**src/mobt_pkg.sv**
```systemverilog
// shared types, sizes and codes for the booking overlap tracker
// no dependencies

package mobt_pkg;

  localparam int MAX_BOOKINGS = 64;
  localparam int TIME_BITS    = 32;
  localparam int DEPTH        = 2 * MAX_BOOKINGS;
  localparam int CNT_W        = $clog2(DEPTH + 1);
  localparam int IDX_W        = $clog2(DEPTH);
  localparam int OVL_W        = 7;
  localparam int STATUS_W     = 2;

  localparam logic [1:0] OP_HOLD   = 2'd0;
  localparam logic [1:0] OP_INSERT = 2'd1;
  localparam logic [1:0] OP_ROTATE = 2'd2;

  localparam logic [STATUS_W-1:0] ST_OK    = 2'd0;
  localparam logic [STATUS_W-1:0] ST_FULL  = 2'd1;
  localparam logic [STATUS_W-1:0] ST_EMPTY = 2'd2;

  typedef struct packed {
    logic [TIME_BITS-1:0] t;
    logic                 opens;
  } entry_t;

  typedef struct packed {
    logic [1:0] op;
    entry_t     key;
  } cell_ctrl_t;

endpackage

```
**src/mobt_cell.sv**
```systemverilog
// one slot of the sorted boundary chain: parallel insert or ring rotate
// depends on mobt_pkg

module mobt_cell import mobt_pkg::*; (
  input  logic       clk,
  input  cell_ctrl_t ctrl,
  input  logic       valid,
  input  entry_t     prev_ent,
  input  logic       prev_gt,
  input  entry_t     next_ent,
  output entry_t     ent,
  output logic       gt
);

  entry_t ent_r;
  entry_t ent_nxt;

  assign ent = ent_r;

  // strict order, ends before starts at equal times
  assign gt = valid && ((ent_r.t > ctrl.key.t) ||
                        ((ent_r.t == ctrl.key.t) && ent_r.opens && !ctrl.key.opens));

  always_comb begin
    ent_nxt = ent_r;
    unique case (ctrl.op)
      OP_INSERT: begin
        if (prev_gt) begin
          ent_nxt = prev_ent;
        end else if (gt || !valid) begin
          ent_nxt = ctrl.key;
        end
      end
      OP_ROTATE: begin
        ent_nxt = next_ent;
      end
      default: begin
        ent_nxt = ent_r;
      end
    endcase
  end

  always_ff @(posedge clk) begin
    ent_r <= ent_nxt;
  end

endmodule

```
**config.mk**
```make
export PLATFORM = sky130hd
export DESIGN_NAME = mobt_cell
export DESIGN_NICKNAME = d
export VERILOG_FILES = /design/src/mobt_pkg.sv /design/src/mobt_cell.sv
export SDC_FILE = /design/constraint.sdc
export NUM_CORES = 1
export LEC_CHECK = 0
export ABC_AREA = 0
export BUFFER_PORTS_ARGS = -buffer_cell sky130_fd_sc_hd__buf_2
export CAP_MARGIN = 15
export CELL_PAD_IN_SITES_DETAIL_PLACEMENT = 0
export CELL_PAD_IN_SITES_GLOBAL_PLACEMENT = 1
export CORE_ASPECT_RATIO = 1.25
export CORE_MARGIN = 1.5
export CORE_UTILIZATION = 29
export DETAILED_ROUTE_END_ITERATION = 16
export GPL_TIMING_DRIVEN = 0
export PLACE_DENSITY_LB_ADDON = 0.05
export SLEW_MARGIN = 5
export SYNTH_ARGS = -nofsm -noshare
export SYNTH_HDL_FRONTEND = slang
export SYNTH_SLANG_ARGS = --single-unit
```
**constraint.sdc**
```tcl
create_clock -name clk -period 4.36 [get_ports clk]
set_input_delay 0.872 -clock clk [delete_from_list [all_inputs] [get_ports clk]]
set_output_delay 0.872 -clock clk [all_outputs]
set_load 0.005 [all_outputs]
```
; Yosys cells after proc, flatten, opt, wreduce, memory -nomap -nowiden
; Index checks and enable logic that the tools add are counted.
[word_totals]
out_inout_bits = 34
register_bits = 33
input_bits = 104
word_cells = 19
[classes]
n_reduce_logical = 9
mux = 3
eq_ne = 4
n_lt_le_gt_ge = 1
[op_table]
columns = op, n
row1 = $mux W33, 2
row2 = $pmux W33 S2, 1
row3 = $eq A32 B32 Y1, 1
row4 = $gt A32 B32 Y1, 1
row5 = $logic_and A1 B1 Y1, 3
row6 = $ne A3 B3 Y1 const B, 1
row7 = $eq A2 B1 Y1 const B, 1
row8 = $eq A2 B2 Y1 const B, 1
row9 = $logic_not A1 Y1, 2
row10 = $logic_or A1 B1 Y1, 2
row11 = $reduce_and A2 Y1, 1
row12 = $reduce_bool A2 Y1, 1

; Longest topological paths before layout
[depth]
word_depth = 9
depth_mapped = 7
mapped_depth_nobuf = 7

; Worst setup path after synthesis
; Ideal clock, no wire load.
[synth_path]
kind = input to register
startpoint = input port ctrl[24] (netlist name)
endpoint = register ent_r (netlist bit ent[0]) (enable)
required_time_ns = 3.917
t_arrival_ns = 3.760
n_path_buf = 0
stages = 7
setup_slack_ns = 0.157
setup_time_ns = 0.443
path_cell_list = inv_1 > ha_1 > nand4_1 > a211o_1 > a311oi_1 > a2111oi_1 > a31oi_1
[synth_between]
elab_chain_len = 8
elab_cells_between_ends = 9
cone_classes = 1 x order compare / 2 x eq/ne / 6 x reduce/logical
[synth_rtl]
columns = item, line
row1 = "start, declared", mobt_cell.sv:6  ; input cell_ctrl_t ctrl,
row2 = "parallel branches: the longest is 3 deep, another holds $gt A32 B32 Y1", -
row3 = $logic_or A1 B1 Y1 *, mobt_cell.sv:21  ; assign gt = valid && ((ent_r.t > ctrl.key.t) ||
row4 = $logic_and A1 B1 Y1 *, mobt_cell.sv:21
row5 = $logic_or A1 B1 Y1 *, mobt_cell.sv:30  ; end else if (gt || !valid) begin
row6 = $ne A3 B3 Y1 (no line) *, -
row7 = $reduce_and A2 Y1 (no line) *, -
row8 = "end signal, assigned", mobt_cell.sv:44  ; ent_r <= ent_nxt;
row9 = "end, declared", mobt_cell.sv:15  ; entry_t ent_r;
; Mark *: on every way between the ends.
; A chain may end at the register's enable or synchronous reset.

; Final worst setup path
[layout_path]
startpoint = input port ctrl[19] (netlist name)
endpoint = output port gt
[layout_between]
elab_chain_len = 5
elab_cells_between_ends = 6
cone_classes = 1 x order compare / 1 x eq/ne / 4 x reduce/logical
[layout_rtl]
columns = item, line
row1 = "parallel branches: the longest is 3 deep, another holds $gt A32 B32 Y1", -
row2 = $logic_or A1 B1 Y1 *, mobt_cell.sv:21
row3 = $logic_and A1 B1 Y1 *, mobt_cell.sv:21
row4 = "end, declared", mobt_cell.sv:12  ; output logic gt
; Marked as above.

==> flow_metrics.tcl <==
set metrics [dict create \
    outcome "completed" \
    cp-start-kind "primary input" \
    die_x_um 86.75 \
    ys_top_cells_by_area "edfxtp_1 39%, ha_1 16%, mux2i_1 13%" \
    cts_tree "yes" \
    initial_core_util 0.2954 \
    drt-pass1-iter-count 4 \
    synth_cells 262 \
    totalPowerFinal_uw 890.9 \
    critPathKind "in2out" \
    peakVddDrop_mv 0.1061 \
    num_antenna_cells 0 \
    critPathArrivalTime_ns 2.87 \
    drive_above_1_share 0.3833 \
    clkSinkCount 33 \
    grt_remaining_overflow 0 \
    vias_per_cell 4.546 \
    dp_hpwl_um 5874 \
    yosysWarningCount 0 \
    timing.hold.ws_ns 0.8559 \
    holdBufCountCts 0 \
    grt_pass1_wl_um 11240 \
    crit_required_ns 3.49 \
    ios 138 \
    cts_made_buffers 5 \
    synth_seq_cells 33 \
    synth_top_area_frac 0.3898 \
    fp.dieH_um 107.7 \
    finalWirelength_um 7294 \
    largest_reg_flops 33 \
    grt_max_degree 21 \
    synthToLayoutAreaGrowth_pct 37.50 \
    path_max_fanout 3 \
    fin_skew_ns 0.006352 \
    yosysMostFrequentCell "nand2_1" \
    antenna_found_initial 0 \
    layout.nets 542 \
    grt_pass1_vias 2392 \
    gp_congestion 0.7628 \
    ant_nets 0 \
    netlist_top_cells_count "36 x nand2_1, 35 x o21ai_0, 33 x edfxtp_1, 33 x inv_1, 33 x mux2i_1" \
    drcViolationCount 0 \
    hp-class "in2reg" \
    synth_top_area_cell "edfxtp_1" \
    port_buffers 136 \
    critPathCaptureType "primary output" \
    worst_pin_slew_ns 0.8518 \
    syn_nets 398 \
    layout_min_cycle_time_ns 3.746 \
    slew_violations 0 \
    tns_ns 0 \
    drtIter0Drc 49 \
    cellPowerDensity_nw_per_um2 254.8 \
    ys.flop_type "edfxtp_1" \
    clk_path_buf_depth 2 \
    dpl_worst_slack_ns 0.6211 \
    fill_cells 913 \
    syn_area_um2 2542 \
    synth_cell_types 26 \
    clock_latency_ns 0.29 \
    track_usage 0.1577 \
    p_leak_uw 0.001762 \
    clock-root-buffer "clkbuf_8" \
    yosysSeqAreaShare 0.3898 \
    synth_edf_count 33 \
    ctsResizeCount 0 \
    maxSlewHeadroom 0.4321 \
    postLayoutSetupSlackWorst_ns 0.6135 \
    placementRows 38 \
    drv_cap 0 \
    fin_area_um2 3496 \
    postCtsSetupBuffers 0 \
    finalHoldViolations 0 \
    detailed_place.area_um2 3416 \
    clk_pin_slew_ns 0.08 \
    core_um2 8606 \
    async_flop_share 0 \
    period_share 0.8593 \
    avgSynthCellArea_um2 9.704 \
    dr_total_vias 2396 \
    setup_viol 0 \
    rsz0062_at_grt "false" \
    htree_levels 2 \
    die_area_um2 9341 \
    wire_per_inst_um 13.84 \
    max_freq_mhz 266.9 \
]
-- per-stage QoR --
stage               cells  utilization
floorplan             262            -
global placement      518       0.3920
detailed placement    519       0.3969
CTS                   527       0.4062
global route          527       0.4062
finish                527       0.4062
-- layout by cell type, fill, tap and decap left out, drive strengths merged, types with 2 or more instances in the layout --
cell type	netlist	final
a21o	4	4
ha	32	32
nor2	2	2
nand3	7	7
nand2	36	36
o21ai	35	35
nand4	9	9
inv	33	33
a21oi	11	11
edfxtp	33	33
mux2i	33	33
nor2b	2	2
nor3b	2	2
a2111oi	2	2
a211oi	2	2
clkbuf	3	11
buf	8	145
-- worst max-delay path, cell delays in order --
cell and delay (ns):
buf_2 0.09, inv_1 0.04, ha_1 0.32, a211oi_1 0.25, a211o_1 0.18, a311oi_1 0.12, a2111oi_1 0.66, a21oi_1 0.17
buf_2 0.17
-- metal layers --
| metal | track usage | wire [um] |
|---|---|---|
| met1 | 0.1857 | 3156 |
| met2 | 0.2807 | 3598 |
| met3 | 0.04064 | 464 |
| met4 | 0.04147 | 75 |
| met5 | 0 | 0 |
-- path summary, 6_finish.rpt --
check | start | endpoint | slack [ns] | cells after the start
worst max-delay path | ctrl[19] | gt | 0.61 | 9
worst min-delay path | next_ent[29] | ent[29] | 0.86 | 3
worst max register to register | ent[19] | ent[32] | 1.35 | 7
worst min register to register | ent[0] | ent[10] | 1.26 | 4
-- power by group --
| group | leakage [uW] | total, uW | internal, uW | switching, uW |
|---|---|---|---|---|
| clock | 0.0000395 | 236 | 114 | 122 |
| sequential | 0.000320 | 404 | 389 | 14.8 |
| combinational | 0.00140 | 251 | 122 | 129 |
| total | 0.00176 | 891 | 625 | 266 |
-- cell type report --
type / instances / area, um^2 / area share
plain buffers: 11 / 51.30 / 0.01467
clock buffers: 8 / 80.08 / 0.02291
inverters: 33 / 123.9 / 0.03543
multi-input cells: 185 / 1391 / 0.3980
flip-flops and latches: 33 / 991.0 / 0.2835
well taps: 120 / 150.1 / 0.04295
repair buffers: 137 / 708.2 / 0.2026
-- kinds of logic after synthesis --
family	after synthesis	synth area share
and+or+nand+nor	61	0.1171
buffers and inverters	44	0.06890
AOI/OAI and AO/OA	59	0.1368
muxes	33	0.1299
adders and majority gates	32	0.1575
DFF	33	0.3898
No activity file was read; power rests on OpenSTA's default activity.
